$ cat config.mk
export PLATFORM = sky130hd
export DESIGN_NAME = dec_delay
export DESIGN_NICKNAME = d
export VERILOG_FILES = /design/src/rtl/dec_delay.sv
export SDC_FILE = /design/constraint.sdc
export NUM_CORES = 1
export LEC_CHECK = 0
export BUFFER_PORTS_ARGS = -buffer_cell sky130_fd_sc_hd__buf_2
export CAP_MARGIN = 20
export CORE_AREA = 2 2 39 41
export DETAILED_ROUTE_END_ITERATION = 10
export DIE_AREA = 0 0 41 43
export GPL_TIMING_DRIVEN = 0
export PLACE_DENSITY = 0.68
export SYNTH_ARGS = -nofsm -noshare
export SYNTH_HDL_FRONTEND = slang
export SYNTH_SLANG_ARGS = --single-unit
$ cat constraint.sdc
create_clock -name clk -period 1.2 [get_ports clk]
set_input_delay 0.06 -clock clk [delete_from_list [all_inputs] [get_ports clk]]
set_output_delay 0.06 -clock clk [all_outputs]
set_load 0.005 [all_outputs]
$ cat src/rtl/dec_delay.sv
// Enabled shift line that aligns side data with the arithmetic stages.
// No package dependency.
module dec_delay #(
    parameter int W     = 8,
    parameter int DEPTH = 2
) (
    input  logic         clk,
    input  logic         en,
    input  logic [W-1:0] din,
    output logic [W-1:0] dout
);

    logic [W-1:0] tap_reg [DEPTH];

    // Advance all taps together
    always_ff @(posedge clk)
    begin
        if (en)
        begin
            tap_reg[0] <= din;
            for (int i = 1; i < DEPTH; i++)
            begin
                tap_reg[i] <= tap_reg[i-1];
            end
        end
    end

    assign dout = tap_reg[DEPTH-1];

endmodule

**Word-level counts from Yosys, hierarchy flattened**

Memory sizes are Yosys's and may differ from the RTL's.
Cells that the tools add are included.

- Register bits: 0
- Memory bits (writable): 16
- Logic and storage cells: 3
- Memories: 1

- Muxes and demuxes: 2

Memories:

| memory | words | bits a word | read ports | clocked after Yosys merged registers in | write ports | line | text |
|---|---|---|---|---|---|---|---|
| tap_reg | 2 | 8 | 2 | 0 | 2 | 13 | `logic [W-1:0] tap_reg [DEPTH];` |

Operator list:

| operator | number |
|---|---|
| $mux 1 | 2 |

**Logic depth before layout (Yosys ltp)**

- Depth after elaboration: 2
- Gate-level depth with buffers: 1
- Gate-level depth less buffers: 0

**Worst setup path after synthesis**

Ideal clock, no wire load.

- Kind: register to register
- Start point: mem tap_reg[0][2]
- End point: mem tap_reg[1][2], in the netlist tap_reg[0][10] (data pin)
- Arrival time: 0.323 ns
- Data required time: 0.934 ns
- Path slack: 0.611 ns
- Stages on the path, launching flop included: 1
- Buffers on the path: 0
- Clock period less this slack: 0.589 ns
- Cell sequence: edfxtp_1

RTL lines:

| item | line |
|---|---|
| from (decl) | 13 |

==> summary.md <==
| Metric | Value |
|---|---|
| EDFF count, synth | 16 |
| Cells after synthesis | 24 |
| Max Root-Sink Buffers | 2 |
| Max frequency | between 1000 and 1500 MHz |
| Yosys cell types | 2 |
| GRT Total Usage | 0.0836 |
| Vias in the first global route | 228 |
| Total Die Area | about 1800 um2 |
| Global-route wire length before repair | around 880 um |
| Multi-input gate area | 0 um2 |
| Part of the Yosys area used for sequential elements | 0.889 |
| Via count | between 200 and 250 |
| Place WS | about 500 ps |
| Post-CTS setup buffer count | 0 |
| # IOs | 18 |
| Clk_lat worst skew | 280 ps |
| Initial Util | 0.391 |
| Maximum VDD drop | 686 uV |
| Syn Std Cell Area | approximately 540 um2 |
| RSZ-0062 raised after global routing | no |
| Clk sinks | 16 |
| Core Box Area | roughly 1400 um2 |
| Ys flop type | edfxtp_1 |
| Syn Area/Cell | roughly 23 um2 |
| Setup Skew | 6.55 ps |
| Num CTS Buffers | 3 |
| Pleak | roughly 0.31 nW |
| Hold crit path type | in2reg |
| Type of destination of the critical path | primary output |
| Post-DR vias/cell | approximately 3.6 |
| Root buffer cell | clkbuf_4 |
| Residual DRC | 0 |
| Drt first pass iters | 3 |
| Initial antenna violation count | 0 |
| Post-CTS sizing | 0 |
| Final setup vio count | 0 |
| Max reg flops | 16 |
| Worst-margin pin slew | between 300 and 400 ps |
| Final Net Count | 64 |
| Crit path time final | 952 ps |
| IO buf count | 17 |
| Layout cells sized above 1 | 0.528 |
| Post-synthesis async set-or-reset flop share | 0 |
| Largest area contributor in the netlist | edfxtp_1 |
| Synth area leaders | edfxtp_1 89%, buf_4 11% |
| Final WL | around 610 um |
| Setup Crit Path Kind | reg2out |
| Register area | 480 um2 |
| WP data required | 1140 ps |
| Most frequent cell after synthesis | edfxtp_1 |
| Maxcap violations | 0 |
| Total grt overflow | 0 |
| H-Tree Depth | 1 |
| Layout area overhead | 39.1% |
| Flops & latches, synth | 16 |
| Die width | between 40 and 50 um |
| TNS Setup | 0 ps |
| Yosys warnings | 0 |
| Routability cong. | 0.568 |
| Diode count | 0 |
| Post-Layout Inst Area | 752 um2 |
| Synth top area share | 0.889 |
| Final ANT Viol Nets | 0 |
| Fin crit share | 0.794 |
| Height of the chip | 43 um |
| Worst Setup Start Kind | register |
| WL/cell | 8.90 um |
| Pin count of the biggest net entering global routing | 17 |
| Final worst setup slack | between 200 and 250 ps |
| TritonCTS clock tree | yes |
| Final Max Tran Viols | 0 |
| Most frequent cells after synthesis | 16 x edfxtp_1, 8 x buf_4 |
| Placed Area | about 650 um2 |
| Pwr/cell area | between 1000 and 1500 nW/um2 |
| Clk pin slew, worst setup/hold paths | 90 ps |
| FP Rows | 14 |
| Fillers | around 110 |
| Worst EP arrival | 890 ps |
| #MultiIn Comb | 0 |
| CP Max Fanout | 1 |
| Hold_buf cts | 8 |
| Final Hold Viols | 0 |
| Syn_nets | 34 |
| Initial drt markers | 1 |
| Rel. slew slack | 0.784 |
| Status | finished clean |
## worst paths after layout
kind                         end            from  slack (ps)  cells after the start
setup / recovery         dout[2]  tap_reg[0][10]         250                      2
hold reg to reg    tap_reg[0][9]   tap_reg[0][1]         420                      0
setup reg to reg  tap_reg[0][11]   tap_reg[0][3]         570                      0
hold / removal     tap_reg[0][9]              en         190                      1
## report_power, final
part | total, W | switching [W] | internal [W]
combinational | 0.0000838 | 0.0000261 | 0.0000577
sequential | 0.000671 | 0.00000930 | 0.000662
clock | 0.000268 | 0.000148 | 0.000120
## per-layer routing
metal  vias up  routed length (um)  part of all wire  GRT usage
li1        137                   -                 -          -
met1        99                 233              0.38     0.0846
met2        11                 334              0.54      0.113
met3         2                  41             0.067     0.0314
met4         0                   5            0.0081      0.100
met5         -                   0                 0          0
## final cells by class
| class | count | share of cell area |
|---|---|---|
| clock inverter | 1 | 0.00499 |
| clock buffer | 3 | 0.0300 |
| buffer | 8 | 0.0799 |
| tap | 16 | 0.0266 |
| timing repair buffer | 25 | 0.220 |
| sequential | 16 | 0.639 |
## layout by cell type (no fill, tap or decap)
cell	synthesis	routed
clkbuf_4	0	3
buf_4	8	8
dlygate4sd3_1	0	8
clkinv_1	0	1
edfxtp_1	16	16
buf_2	0	17
## cells by family (layout without fill, tap and decap cells)
logic type  count (synthesis)  count (layout)  synth area share
buf+inv                     8              37             0.111
flops                      16              16             0.889
## metrics by stage
stage	util	total power, W	hold WS [ps]	cells
detailed placement	0.467	0.000750	238	57
CTS	0.543	0.00104	186	69
global placement	0.467	0.000745	237	57
finish	0.543	0.00102	194	69
floorplan	-	0.000708	159	24
global route	0.543	0.00107	195	69
## worst max-delay path, cell delays in order, from the launching register on
cell and delay (ps):
edfxtp_1 370, buf_4 130, buf_2 120
(Power assumes the default switching activity.)
