**src/rtl/dec_sqrt.sv**
```systemverilog
// Pipelined integer square root, one result bit per register stage (floor).
// No package dependency.
module dec_sqrt #(
    parameter int IN_W = 34
) (
    input  logic              clk,
    input  logic              en,
    input  logic [IN_W-1:0]   radicand,
    output logic [IN_W/2-1:0] root
);

    localparam int R_W  = IN_W / 2;
    localparam int RM_W = R_W + 3;

    logic [IN_W-1:0] v_reg    [R_W];
    logic [RM_W-1:0] rem_reg  [R_W];
    logic [R_W-1:0]  root_reg [R_W];

    for (genvar k = 0; k < R_W; k++)
    begin : g_step
        localparam int I = R_W - 1 - k;
        logic [IN_W-1:0] v_in;
        logic [RM_W-1:0] rem_in;
        logic [R_W-1:0]  root_in;
        logic [RM_W-1:0] rem_sh;
        logic [RM_W-1:0] trial;
        logic [RM_W-1:0] rem_next;
        logic [R_W-1:0]  root_next;

        if (k == 0)
        begin : g_first
            assign v_in    = radicand;
            assign rem_in  = '0;
            assign root_in = '0;
        end
        else
        begin : g_rest
            assign v_in    = v_reg[k-1];
            assign rem_in  = rem_reg[k-1];
            assign root_in = root_reg[k-1];
        end

        // Bring down the next bit pair and try the next root bit
        always_comb
        begin
            rem_sh = {rem_in[RM_W-3:0], v_in[2*I+1 -: 2]};
            trial  = {1'b0, root_in, 2'b01};
            if (rem_sh >= trial)
            begin
                rem_next  = rem_sh - trial;
                root_next = {root_in[R_W-2:0], 1'b1};
            end
            else
            begin
                rem_next  = rem_sh;
                root_next = {root_in[R_W-2:0], 1'b0};
            end
        end

        always_ff @(posedge clk)
        begin
            if (en)
            begin
                v_reg[k]    <= v_in;
                rem_reg[k]  <= rem_next;
                root_reg[k] <= root_next;
            end
        end
    end

    assign root = root_reg[R_W-1];

endmodule

```
**config.mk**
```make
export PLATFORM = sky130hd
export DESIGN_NAME = dec_sqrt
export DESIGN_NICKNAME = d
export VERILOG_FILES = /design/src/rtl/dec_sqrt.sv
export SDC_FILE = /design/constraint.sdc
export NUM_CORES = 1
export LEC_CHECK = 0
export BUFFER_PORTS_ARGS = -buffer_cell sky130_fd_sc_hd__buf_2
export CAP_MARGIN = 10
export CORE_MARGIN = 3
export CORE_UTILIZATION = 50
export DETAILED_ROUTE_END_ITERATION = 16
export PLACE_DENSITY = 0.66
export SYNTH_ARGS = -nofsm -noshare
export SYNTH_HDL_FRONTEND = slang
export SYNTH_SLANG_ARGS = --single-unit
```
**constraint.sdc**
```tcl
create_clock -name clk -period 5.7 [get_ports clk]
set_clock_uncertainty 0.1 [all_clocks]
set_input_delay 0.285 -clock clk [delete_from_list [all_inputs] [get_ports clk]]
set_output_delay 0.285 -clock clk [all_outputs]
set_load 0.03 [all_outputs]
```
# Word level (Yosys, flattened, before mapping)
# Memories as Yosys holds them, arrays and structs flattened.
# Index checks and enable logic that the tools add are counted.
[word_totals] ram_bits=1207 in_bits=36 n_memories=3 output_inout_bits=17 register_bits=0 wordCells=73
[mem_list] name="v_reg" depth=17 width=34 read_ports=16 rd_ports_with_merged_regs=0 wr=17 line_no="15" text="logic [IN_W-1:0] v_reg [R_W];"
[mem_list] name="rem_reg" depth=17 width=20 read_ports=16 rd_ports_with_merged_regs=0 wr=17 line_no="16" text="logic [RM_W-1:0] rem_reg [R_W];"
[mem_list] name="root_reg" depth=17 width=17 read_ports=17 rd_ports_with_merged_regs=0 wr=17 line_no="17" text="logic [R_W-1:0] root_reg [R_W];"
[classes] addsub=17 muxes=36 n_lt_le_gt_ge=17
[ops] op="$mux 20" count=17
[ops] op="$ge 20x19->1" count=16
[ops] op="$sub 20x19->20" count=16
[ops] op="$mux 1" count=19
[ops] op="$sub 2x1->3 const B" count=1
[ops] op="$ge 2x1->1 const B" count=1

# Logic depth before layout (Yosys ltp)
# An unclocked memory read counts as a cell.
[logic_depth] ltp_word=3 depth_mapped=12 mapped_depth_nobuf=10

# Worst setup path before layout
# OpenSTA, ideal clock, no wires.
[synth_timing] kind="register to register" from="mem rem_reg[0][290] (netlist name)" to="mem rem_reg[0][310] (netlist name) (data pin)" synth_period_minus_slack_ns=3.141 setup_slack_ns=2.559 t_arrival_ns=2.781 stages_incl_launch_ff=10 n_path_buf=2 required_ns=5.340 setup_ns=0.260 path_cell_list="edfxtp_1 ha_1 clkbuf_1 nand3_1 o211ai_1 o41ai_1 o21ai_0 a21oi_1 buf_2 mux2_2"
[synth_rtl] element="from (decl)" line_no="16"

==> impl_metrics.json <==
{
  "final.min_clock_period_ns": 3.439,
  "core_mm2": 0.06458,
  "p_total_mw": 13.70,
  "num_vias": 19380,
  "ys_top_cells_by_area": "edfxtp_1 (64%), ha_1 (6.5%), xnor2_1 (2.8%), inv_1 (2.4%), xor2_1 (2.3%)",
  "grt_use_total": 0.1742,
  "syn_to_final_growth_pct": 12.36,
  "worstReg2RegEnd": "rem_reg[0][289]",
  "postSynthCellCount": 2481,
  "crit_fanout": 17,
  "path_class": "reg2reg",
  "synthFlopType": "edfxtp_1",
  "synth_nets": 2688,
  "yosysTopAreaCellShare": 0.6367,
  "die_w_um": 261.7,
  "layout-drive-gt1-share": 0.09970,
  "cts_tree": "yes",
  "critPathCapture": "rem_reg[0][289]",
  "antenna_left": 0,
  "initial_core_util": 0.5061,
  "tightest_slew_ns": 1.082,
  "whs_ns": 0.1344,
  "layout_common_cells": "edfxtp_1 (693), inv_1 (211), ha_1 (171)",
  "maxCapViolations": 0,
  "r2r_slack_ns": 2.26,
  "ys_ff_latch": 693,
  "power.density_mw_per_mm2": 373.0,
  "yosys.area.top_type": "edfxtp_1",
  "final_nets": 2816,
  "root_buffer": "clkbuf_16",
  "drc_errors": 0,
  "reg2reg_depth": 7,
  "synth-edff-count": 693,
  "cts_num_sinks": 693,
  "arrival_ns": 3.69,
  "mostFrequentLayoutCell": "edfxtp_1",
  "r2r_start": "rem_reg[0][260]",
  "syn_area_mm2": 0.03268,
  "hold_viol_final": 0,
  "synth.avg_cell_area_um2": 13.17,
  "cts_buffers": 75,
  "largest_register_ffs": 272,
  "antenna_found_initial": 0,
  "die_h_um": 261.7,
  "detail_route.wl_per_cell_um": 16.77,
  "grt_overflow": 0,
  "status": "finished clean",
  "grt_max_degree": 164,
  "yosysWarningCount": 0,
  "vias_per_cell": 5.500,
  "numPortBuffers": 52,
  "tns_ns": 0,
  "hp-class": "in2reg",
  "clock_latency_ns": 0.60,
  "clkTransAtPathRegs_ns": 0.06,
  "dp_hpwl_um": 41510,
  "drv_slew": 0,
  "drtIter0Drc": 1435,
  "fmax_mhz": 290.8,
  "boundaryPins": 53,
  "yosysUniqueCellTypes": 79,
  "rsz0062_at_grt": "no",
  "grt_pass1_vias": 19140,
  "setup_violations": 0,
  "grt_pass1_wl_um": 96620,
  "htreeDepth": 3,
  "period_share": 0.6033,
  "diodes": 0,
  "clk_path_buf_depth": 3,
  "cp.required_ns": 5.95,
  "routed_wl_um": 59080,
  "gp_congestion": 0.8626,
  "num_rows": 93,
  "worstSetupStartpoint": "rem_reg[0][260]",
  "ys_seq_area_frac": 0.6367,
  "cp-end-kind": "register",
  "dr.pass1.iters": 6,
  "ys_async_sr_fraction": 0,
  "p_leak_nw": 14.12,
  "die_area_mm2": 0.06847,
  "start_kind": "register",
  "worst_ir_drop_vdd_mv": 0.3087,
  "slew_headroom": 0.2749
}
## routing by layer
metal  up-vias  GRT usage  wire length, µm
met1      9289     0.2416            27040
met3       104    0.02891             2843
met4         0    0.05590             1300
li1       9546          -                -
met2       436     0.2825            27890
met5         -          0                0
## cell usage after synthesis, types with 5 or more instances
| cell type | instances |
|---|---|
| o22ai_1 | 7 |
| ha_1 | 171 |
| nand3_1 | 49 |
| a211oi_1 | 28 |
| o211a_1 | 6 |
| xor2_1 | 84 |
| a2111oi_0 | 9 |
| nand2_1 | 118 |
| a21oi_1 | 142 |
| buf_1 | 5 |
| and2_1 | 7 |
| nand4_1 | 28 |
| o31ai_1 | 15 |
| o21ai_0 | 104 |
| inv_1 | 211 |
| xnor2_1 | 104 |
| o21a_1 | 36 |
| nor2_1 | 151 |
| clkbuf_1 | 31 |
| buf_2 | 9 |
| mux2_2 | 60 |
| o211ai_1 | 21 |
| nand2b_1 | 22 |
| or2_2 | 20 |
| o2111ai_1 | 5 |
| nor3_1 | 73 |
| nor2b_1 | 30 |
| or4_1 | 10 |
| a21boi_0 | 8 |
| a31oi_1 | 11 |
| nor4_1 | 29 |
| a21o_1 | 40 |
| edfxtp_1 | 693 |
| mux2i_1 | 11 |
| nor4b_1 | 8 |
| and3_1 | 13 |
| o21bai_1 | 11 |
| or3_1 | 20 |
## kinds of logic (layout without fill, tap and decap cells)
family,after synthesis,in the layout,synth area share
and+or+nand+nor,604,604,0.09402
DFF,693,693,0.6367
muxes,79,79,0.02726
AOI/OAI and AO/OA,488,488,0.09594
adders and majority gates,171,171,0.06546
other,1,1,0.0001147
buffers and inverters,257,444,0.03009
xor gates and xnor gates,188,188,0.05038
## through the flow
| stage | setup WS, ns | std cells | utilization | cell area, µm² |
|---|---|---|---|---|
| detailed placement | 2.288 | 3352 | 0.5259 | 33960 |
| floorplan | 2.559 | 2481 | - | 32680 |
| global route | 2.010 | 3523 | 0.5686 | 36720 |
| finish | 2.261 | 3523 | 0.5686 | 36720 |
| global placement | 2.387 | 3352 | 0.5259 | 33960 |
| CTS | 2.238 | 3523 | 0.5686 | 36720 |
## where the power goes
part           internal [mW]  total, mW  leakage (nW)  switching (mW)
clock                   2.79       4.72          1.18            1.94
sequential              6.33       6.64          6.64           0.311
combinational           1.02       2.33          6.30            1.31
## area by class of cell
class                      count  area, µm²
timing repair buffer          97      745.7
clock buffer                  90       1954
tap                          855       1070
fill                        5149      27860
sequential                   693      20810
multi-input combinational   1531      10890
inverter                     211      792.0
clock inverter                46      457.9
## worst max-delay path: stages, from the launching register on
cell      delay [ns]
edfxtp_1        0.38
ha_1            0.38
nor2b_1         0.17
o31a_1          0.30
o21ai_0         0.37
o221ai_1        0.51
or2_2           0.64
mux2_2          0.34
## worst min-delay path by stage
stage	slack [ns]	to	depth (start not counted)	from
floorplan	0.28	v_reg[0][0]	0	radicand[0]
global placement	0.30	v_reg[0][176]	0	v_reg[0][142]
detailed placement	0.30	v_reg[0][110]	0	v_reg[0][76]
CTS	0.16	v_reg[0][37]	1	en
global route	0.18	v_reg[0][105]	1	en
finish	0.13	v_reg[0][72]	1	en
## what timing repair did
| action | 4_1_cts | 5_1_grt |
|---|---|---|
| buffers inserted | 0 | 0 |
| hold buffers | 35 | 0 |
| hold endpoints to repair | 35 | 0 |
| resized for setup | 0 | 0 |
No activity file was read; power rests on OpenSTA's default activity.
