## src/rtl/dec_rdiv.sv

```systemverilog
// Pipelined signed division rounded to nearest, halves away from zero.
// Restoring, one quotient bit per stage; inputs and result are registered. No package dependency.
module dec_rdiv #(
    parameter int NUM_W = 36,
    parameter int DEN_W = 18,
    parameter int Q_W   = 16
) (
    input  logic                    clk,
    input  logic                    en,
    input  logic signed [NUM_W-1:0] num,
    input  logic        [DEN_W-1:0] den,
    output logic signed [Q_W:0]     quo
);

    localparam int CW = DEN_W + Q_W;

    logic [NUM_W-1:0] mag;
    logic [NUM_W-1:0] biased;
    logic [CW-1:0]    m_reg;
    logic [DEN_W-1:0] d_reg;
    logic             neg_reg;

    logic [CW-1:0]    rem_reg [Q_W];
    logic [Q_W-1:0]   q_reg   [Q_W];
    logic [DEN_W-1:0] dp_reg  [Q_W];
    logic             np_reg  [Q_W];

    logic signed [Q_W:0] quo_reg;

    // Take the magnitude and add half the divisor for rounding
    always_comb
    begin
        mag    = num[NUM_W-1] ? NUM_W'(-num) : NUM_W'(num);
        biased = mag + NUM_W'(den >> 1);
    end

    always_ff @(posedge clk)
    begin
        if (en)
        begin
            m_reg   <= CW'(biased);
            d_reg   <= den;
            neg_reg <= num[NUM_W-1];
        end
    end

    for (genvar k = 0; k < Q_W; k++)
    begin : g_step
        localparam int I = Q_W - 1 - k;
        logic [CW-1:0]    rem_in;
        logic [Q_W-1:0]   q_in;
        logic [DEN_W-1:0] d_in;
        logic             n_in;
        logic [CW-1:0]    dsh;
        logic [CW-1:0]    rem_next;
        logic [Q_W-1:0]   q_next;

        if (k == 0)
        begin : g_first
            assign rem_in = m_reg;
            assign q_in   = '0;
            assign d_in   = d_reg;
            assign n_in   = neg_reg;
        end
        else
        begin : g_rest
            assign rem_in = rem_reg[k-1];
            assign q_in   = q_reg[k-1];
            assign d_in   = dp_reg[k-1];
            assign n_in   = np_reg[k-1];
        end

        // Subtract the shifted divisor where it fits
        always_comb
        begin
            dsh = {{Q_W{1'b0}}, d_in} << I;
            if (rem_in >= dsh)
            begin
                rem_next = rem_in - dsh;
                q_next   = q_in | (Q_W'(1) << I);
            end
            else
            begin
                rem_next = rem_in;
                q_next   = q_in;
            end
        end

        always_ff @(posedge clk)
        begin
            if (en)
            begin
                rem_reg[k] <= rem_next;
                q_reg[k]   <= q_next;
                dp_reg[k]  <= d_in;
                np_reg[k]  <= n_in;
            end
        end
    end

    // Restore the sign
    always_ff @(posedge clk)
    begin
        if (en)
        begin
            quo_reg <= np_reg[Q_W-1] ? -$signed({1'b0, q_reg[Q_W-1]})
                                     : $signed({1'b0, q_reg[Q_W-1]});
        end
    end

    assign quo = quo_reg;

endmodule

```

## config.mk

```make
export PLATFORM = sky130hd
export DESIGN_NAME = dec_rdiv
export DESIGN_NICKNAME = d
export VERILOG_FILES = /design/src/rtl/dec_rdiv.sv
export SDC_FILE = /design/constraint.sdc
export NUM_CORES = 2
export LEC_CHECK = 0
export BUFFER_PORTS_ARGS = -buffer_cell sky130_fd_sc_hd__buf_2
export CAP_MARGIN = 40
export CORE_MARGIN = 1.5
export CORE_UTILIZATION = 50
export DETAILED_ROUTE_END_ITERATION = 8
export PLACE_DENSITY = 0.68
export SLEW_MARGIN = 10
export SYNTH_ARGS = -nofsm -noshare
export SYNTH_HDL_FRONTEND = slang
export SYNTH_SLANG_ARGS = --single-unit
```

## constraint.sdc

```tcl
create_clock -name clk -period 4.1 [get_ports clk]
set_clock_uncertainty 0.2 [all_clocks]
set_input_delay 0.41 -clock clk [delete_from_list [all_inputs] [get_ports clk]]
set_output_delay 0.41 -clock clk [all_outputs]
set_load 0.05 [all_outputs]
```

# Word level (Yosys, flattened, before mapping)
# Memories as Yosys holds them, arrays and structs flattened.
# Index checks and enable logic that the tools add are counted.
[totals] ff_bits=70 ramBits=1104 inputBits=56 out_inout_bits=17 n_memories=4
[memory_table] memory="rem_reg" words=16 word_bits=34 rd=15 rd_ports_with_merged_regs=0 wr=16 line="23" rtl="logic [CW-1:0] rem_reg [Q_W];"
[memory_table] memory="dp_reg" words=16 word_bits=18 rd=15 rd_ports_with_merged_regs=0 wr=16 line="25" rtl="logic [DEN_W-1:0] dp_reg [Q_W];"
[memory_table] memory="q_reg" words=16 word_bits=16 rd=16 rd_ports_with_merged_regs=0 wr=16 line="24" rtl="logic [Q_W-1:0] q_reg [Q_W];"
[memory_table] memory="np_reg" words=16 word_bits=1 rd=16 rd_ports_with_merged_regs=0 wr=16 line="26" rtl="logic np_reg [Q_W];"
[op_classes] addsub=19 magnitude_cmp=16 muxes=36
[op_table] op="34-bit 2-to-1 mux" n=17
[op_table] op="34-bit by 17-bit adder with 34-bit output" n=1
[op_table] op="34-bit by 18-bit greater-or-equal comparator with 1-bit output" n=1
[op_table] op="34-bit by 19-bit greater-or-equal comparator with 1-bit output" n=1
[op_table] op="34-bit by 20-bit greater-or-equal comparator with 1-bit output" n=1
[op_table] op="34-bit by 21-bit greater-or-equal comparator with 1-bit output" n=1
[op_table] op="34-bit by 22-bit greater-or-equal comparator with 1-bit output" n=1
[op_table] op="34-bit by 23-bit greater-or-equal comparator with 1-bit output" n=1
[op_table] op="34-bit by 24-bit greater-or-equal comparator with 1-bit output" n=1
[op_table] op="34-bit by 25-bit greater-or-equal comparator with 1-bit output" n=1
[op_table] op="34-bit by 26-bit greater-or-equal comparator with 1-bit output" n=1
[op_table] op="34-bit by 27-bit greater-or-equal comparator with 1-bit output" n=1
[op_table] op="34-bit by 28-bit greater-or-equal comparator with 1-bit output" n=1
[op_table] op="34-bit by 29-bit greater-or-equal comparator with 1-bit output" n=1
[op_table] op="34-bit by 30-bit greater-or-equal comparator with 1-bit output" n=1
[op_table] op="34-bit by 31-bit greater-or-equal comparator with 1-bit output" n=1
[op_table] op="34-bit by 32-bit greater-or-equal comparator with 1-bit output" n=1
[op_table] op="34-bit by 33-bit greater-or-equal comparator with 1-bit output" n=1
[op_table] op="34-bit negator" n=1
[op_table] op="34-bit by 18-bit subtractor with 34-bit output" n=1
[op_table] op="34-bit by 19-bit subtractor with 34-bit output" n=1
[op_table] op="34-bit by 20-bit subtractor with 34-bit output" n=1
[op_table] op="34-bit by 21-bit subtractor with 34-bit output" n=1
[op_table] op="34-bit by 22-bit subtractor with 34-bit output" n=1
[op_table] op="28 further kinds" n=31

# Logic depth before layout (Yosys ltp)
[depth] depth_word=3 mapped_depth=15 ltp_nobuf=15

# Worst setup path after synthesis
# Ideal clock, no wire load.
[synth_timing] path_type="input-to-reg" start="in num[35]" end="reg m_reg[22] (netlist: g_step[0].rem_in[22]) (data pin)" setup_ns=0.271 arrival_time_ns=3.645 required_ns=3.629 slack_ns=-0.016 cell_stages=15 n_path_buf=4 cell_sequence="buf_2 > clkbuf_1 > clkbuf_1 > clkbuf_1 > o31ai_1 > xnor2_1 > ha_1 > o21ai_0 > o21a_1 > or3_1 > nand3_1 > o31a_1 > o21ai_0 > a2111oi_0 > xnor2_1"
[synth_via] elab_chain_cells=2
[synth_lines] element="start, declared" line="10" rtl="input logic signed [NUM_W-1:0] num,"
[synth_lines] element="34-bit 2-to-1 mux" line="33" rtl="mag = num[NUM_W-1] ? NUM_W'(-num) : NUM_W'(num);"
[synth_lines] element="34-bit by 17-bit adder with 34-bit output" line="34" rtl="biased = mag + NUM_W'(den >> 1);"
[synth_lines] element="net biased[22]" line="18" rtl="logic [NUM_W-1:0] biased;"
[synth_lines] element="end signal, assigned" line="41" rtl="m_reg <= CW'(biased);"
[synth_lines] element="end, declared" line="19" rtl="logic [CW-1:0] m_reg;"
# The timed path passes the listed nets, and every way through them passes these cells.
# A chain may end at the register's enable or synchronous reset.

# Worst setup path after layout
[layout_timing] start="in num[0]" end="reg m_reg[30] (netlist: g_step[0].rem_in[30]) (data pin)"
[layout_via] elab_chain_cells=3
[layout_lines] element="34-bit negator" line="33"
[layout_lines] element="34-bit 2-to-1 mux *" line="33"
[layout_lines] element="34-bit by 17-bit adder with 34-bit output *" line="34"
[layout_lines] element="net biased[30]" line="18"
# Mark *: on every way through the listed nets, which the timed path passes. The rest lies on a longest branch.

==> results.txt <==
The run finished with clean final reports. The die covers 0.107 mm². Internal power comes to around 0.025 W. In this run, the number of DRC markers left after iteration 0 of detailed routing was 2,206. The worst hold slack after final layout came out at 0.0341 ns. The top-level I/O count is 73.

The total congestion overflow after global routing is 0. The min-delay analysis places its worst path in the category input port to register. After technology mapping, the gate count stands at around 4,400. Synthesis instantiated 84 different standard cells from the library. The cell count after placement is 5,913.

The path with the worst hold slack has its endpoint at g_step[0].rem_in[24]. The standby leakage power came out at 22.6 nW. Of the total power, the clock network draws 0.253. TritonCTS built the clock tree. The number of standard-cell rows in the floorplan is 118. The vertical die dimension came out at approximately 330 µm.

The fraction of registers with async set or reset after synthesis is 0. Of the total power, combinational logic draws 0.328. The final cell count without fillers is 6,131. The cell area after layout came out at 0.0589 mm².

The depth of the CTS H-tree is 3. The maximum number of pins on one net before global-route repair came out at 146. The cell count of the worst hold path is 3. Counting cells, the worst reg-to-reg path comes to 9.

The register with the most flip-flops in the layout has 510 of them. The vias after detailed routing is 34,000. In the final layout, the share of cells above drive strength 1 is 0.0913. The number of antenna violations at the first check in global routing is 1. The total of endpoints with negative setup slack in the final report is 0. The root buffer cell chosen for the clock tree is sky130_fd_sc_hd__clkbuf_16. The analysis attributes to net switching a power of 0.0120 W. The final routed DRC violation total is 0.

The power density over the cells came out at 630 mW/mm². The worst pin sits at a relative slew slack of 0.449. The post-synthesis instance area came out at 0.0524 mm². STA classifies the critical path startpoint as an input port.

After layout, the minimum clock period comes to around 3.9 ns. The last weighted congestion value of the routability-driven placer is 0.922. Buffers inserted during clock tree synthesis total ~100.

The number of antenna cells inserted came out at 0. The hold violation count in the final report is 0. The total power is ~0.037 W. Across every metal layer, demand over resource in global routing totals 0.202.

The number of antenna-violating nets in the routed design came out at 0. The fraction of power consumed by sequential logic came out at 0.419. The switching power as a share of total power came out at 0.324.

The mean post-synth cell area is 11.8 µm². The flop and latch count out of synthesis came out at 1,002. The area overhead of the layout relative to synthesis is 12.5%. The sequential area share after synthesis is 0.575. The total nets after synthesis came out at a little under 5,000. The clock slew at the register clock pins of the worst setup and hold paths came out at 0.06 ns.

The final max-slew violation count came out at 0. The number of fillers in the final layout came out at around 8,500. For the pin with the worst max-slew slack, the measured transition is 0.819 ns. The count of flip-flops with a built-in enable after synthesis is 1,002. The number of warnings printed during yosys synthesis came out at 0. The wire length per cell is 17.6 µm.

The final wirelength is 108 mm. In this run the critical register-to-register path is launched from rem_reg[0][118]. Of the available clock period, the critical path in the final layout requires 0.953.

The standard cell area after detailed placement came out at 0.0551 mm². The largest driver fanout on the critical path came out at 5. The number of clock sinks is 1,002. By startpoint and endpoint, the worst setup path is classified as input port to register.

The first-pass GRT wire length is roughly 170 mm. After detailed routing, the number of vias per cell comes to about 5.6. The worst register-to-register path ends at rem_reg[0][152]. The layout net count came out at between 5,000 and 6,000. The HPWL reported at the end of detailed placement is about 80 mm. The count of max-cap constraint violations came out at 0. The floorplan core area came out at between 0.1 and 0.15 mm². In the synthesized netlist the dominant register cell turns out to be sky130_fd_sc_hd__edfxtp_1. The number of global-route vias before repair is roughly 33,000. The source-to-sink clock delay at the later pin of the worst-skew pair is 0.68 ns. The initial utilization of the core area, before any placement, comes to 0.505. Data arrives at the worst endpoint at ~4.1 ns.

For the worst setup path, the data required time is 4.32 ns. No sink is reached through more buffers than the 3 on the longest clock path. The timing-limited maximum frequency is 0.256 GHz. The number of iterations in the first detailed-routing pass is 5. The core occupancy in the finished layout is 0.568. STA classifies the critical path endpoint as a register. The startpoint identified for the worst hold timing path is num[24]. The maximum vdd ir drop came out at 0.000409 V.

The worst setup slack for register-to-register paths came out at around 0.29 ns. The number of buffers added on ports came out at 71. The floorplan die width is 327 µm.
-- synth_stat cells (14+ instances only) --
cell / number / area share
sky130_fd_sc_hd__edfxtp_1: 1002 / 0.57
sky130_fd_sc_hd__inv_1: 403 / 0.029
sky130_fd_sc_hd__nand2_1: 356 / 0.026
sky130_fd_sc_hd__ha_1: 307 / 0.073
sky130_fd_sc_hd__o21ai_0: 301 / 0.029
sky130_fd_sc_hd__nor2_1: 257 / 0.018
sky130_fd_sc_hd__a21oi_1: 240 / 0.023
sky130_fd_sc_hd__xnor2_1: 208 / 0.035
sky130_fd_sc_hd__xor2_1: 176 / 0.029
sky130_fd_sc_hd__nor3_1: 106 / 0.010
sky130_fd_sc_hd__a21o_1: 95 / 0.014
sky130_fd_sc_hd__nor4_1: 61 / 0.0073
sky130_fd_sc_hd__o31ai_1: 57 / 0.0082
sky130_fd_sc_hd__nand2b_1: 54 / 0.0065
sky130_fd_sc_hd__or3_1: 52 / 0.0062
sky130_fd_sc_hd__nand3_1: 51 / 0.0049
sky130_fd_sc_hd__clkbuf_1: 49 / 0.0035
sky130_fd_sc_hd__nand4_1: 49 / 0.0059
sky130_fd_sc_hd__mux2_2: 48 / 0.010
sky130_fd_sc_hd__nor2b_1: 47 / 0.0056
sky130_fd_sc_hd__o21a_1: 37 / 0.0053
sky130_fd_sc_hd__and3_1: 30 / 0.0036
sky130_fd_sc_hd__o21bai_1: 28 / 0.0040
sky130_fd_sc_hd__a211oi_1: 25 / 0.0036
sky130_fd_sc_hd__a21boi_0: 23 / 0.0033
sky130_fd_sc_hd__a31oi_1: 23 / 0.0027
sky130_fd_sc_hd__o211ai_1: 23 / 0.0033
sky130_fd_sc_hd__or2_2: 23 / 0.0027
sky130_fd_sc_hd__or4_1: 22 / 0.0032
sky130_fd_sc_hd__o2111ai_1: 20 / 0.0033
sky130_fd_sc_hd__and2_1: 19 / 0.0023
sky130_fd_sc_hd__nor4b_1: 19 / 0.0032
sky130_fd_sc_hd__o41ai_1: 18 / 0.0030
sky130_fd_sc_hd__fa_1: 16 / 0.0061
sky130_fd_sc_hd__buf_2: 14 / 0.0013
sky130_fd_sc_hd__o31a_1: 14 / 0.0023
-- final cells by class --
class                           instances  area, µm²  area share
Clock buffer                          120       2660      0.0452
Tap cell                             1380       1730      0.0293
Sequential cell                      1002      30100       0.511
Inverter                              404       1520      0.0258
Timing Repair Buffer                  199       1530      0.0260
Multi-Input combinational cell       2957      20600       0.350
Clock inverter                         69        773      0.0131
-- critical path: stages --
cell and delay, ns:
sky130_fd_sc_hd__dlygate4sd3_1 0.53, sky130_fd_sc_hd__buf_2 0.14, sky130_fd_sc_hd__nor3_1 0.29, sky130_fd_sc_hd__nand2_1 0.12, sky130_fd_sc_hd__o31ai_1 0.29, sky130_fd_sc_hd__xnor2_1 0.11, sky130_fd_sc_hd__ha_1 0.38, sky130_fd_sc_hd__and3_4 0.23
sky130_fd_sc_hd__nand4_1 0.09, sky130_fd_sc_hd__or3_1 0.33, sky130_fd_sc_hd__nand3_1 0.17, sky130_fd_sc_hd__o31a_1 0.25, sky130_fd_sc_hd__buf_4 0.15, sky130_fd_sc_hd__o2111ai_2 0.18, sky130_fd_sc_hd__nor4_2 0.33, sky130_fd_sc_hd__xor2_1 0.10
-- cell usage in the layout, fill, tap and decap left out, types with 21 or more instances in the layout --
cell type	instances
sky130_fd_sc_hd__a21oi_1	240
sky130_fd_sc_hd__nand2b_1	54
sky130_fd_sc_hd__edfxtp_1	1002
sky130_fd_sc_hd__ha_1	307
sky130_fd_sc_hd__o21ai_0	300
sky130_fd_sc_hd__a21o_1	95
sky130_fd_sc_hd__clkinv_1	24
sky130_fd_sc_hd__nand3_1	51
sky130_fd_sc_hd__o21bai_1	28
sky130_fd_sc_hd__xnor2_1	208
sky130_fd_sc_hd__a21boi_0	23
sky130_fd_sc_hd__or2_2	23
sky130_fd_sc_hd__buf_4	90
sky130_fd_sc_hd__nand4_1	49
sky130_fd_sc_hd__nand2_1	356
sky130_fd_sc_hd__nor2_1	256
sky130_fd_sc_hd__or4_1	22
sky130_fd_sc_hd__or3_1	52
sky130_fd_sc_hd__clkbuf_16	104
sky130_fd_sc_hd__mux2_2	48
sky130_fd_sc_hd__o31ai_1	56
sky130_fd_sc_hd__dlygate4sd3_1	27
sky130_fd_sc_hd__nor4_1	61
sky130_fd_sc_hd__nor2b_1	46
sky130_fd_sc_hd__o211ai_1	23
sky130_fd_sc_hd__o21a_1	37
sky130_fd_sc_hd__nor3_1	105
sky130_fd_sc_hd__buf_2	70
sky130_fd_sc_hd__a211oi_1	24
sky130_fd_sc_hd__inv_1	403
sky130_fd_sc_hd__and3_1	29
sky130_fd_sc_hd__xor2_1	176
sky130_fd_sc_hd__a31oi_1	21
-- power by group through the flow --
stage | logic [W] | registers (W) | clock network [W]
3_3_place_gp | 0.0118 | 0.0157 | 0
3_5_place_dp | 0.0120 | 0.0157 | 0
6_report | 0.0122 | 0.0155 | 0.00940
4_1_cts | 0.0121 | 0.0155 | 0.00959
5_1_grt | 0.0137 | 0.0158 | 0.00999
2_1_floorplan | 0.00928 | 0.0152 | 0
-- metal layers --
layer / vias up / global-route usage / wire, µm
met3: 227 / 0.0259 / 3900
met2: 679 / 0.384 / 57600
met5: - / 0 / 0
li1: 16900 / - / -
met4: 0 / 0.0711 / 3670
met1: 16300 / 0.229 / 43000
-- per-stage QoR --
stage	worst slack [ns]	setup TNS [ns]
2_1_floorplan	0.0310	0
3_3_place_gp	0.0317	0
3_5_place_dp	0.0157	0
4_1_cts	0.167	0
5_1_grt	-0.0141	-0.0141
6_report	0.192	0
-- cell families after synthesis --
logic type,count (synthesis),share of synthesized area
AND/OR/NAND/NOR,1203,0.115
XOR/XNOR,384,0.0642
adder cells (fa/ha/maj),323,0.0795
flip-flops,1002,0.575
multiplexers,56,0.0119
AO/OA/AOI/OAI,991,0.120
buffers and inverters,472,0.0343
-- what timing repair did --
action	4_1_cts	5_1_grt
hold buffers	27	0
setup buffers	0	2
gates resized for setup	0	4
endpoints found under the hold margin	36	0
setup endpoints to repair	0	7
-- worst max-delay path by stage --
stage	from	end	slack, ns	cells past startpoint
floorplan	num[35]	g_step[0].rem_in[22]	0.03	15
global placement	num[1]	g_step[0].rem_in[22]	0.03	16
detailed placement	num[0]	g_step[0].rem_in[22]	0.02	16
CTS	num[0]	g_step[0].rem_in[22]	0.17	17
global route	num[0]	g_step[0].rem_in[30]	-0.01	18
finish	num[0]	g_step[0].rem_in[30]	0.19	16
(Power assumes the default switching activity.)
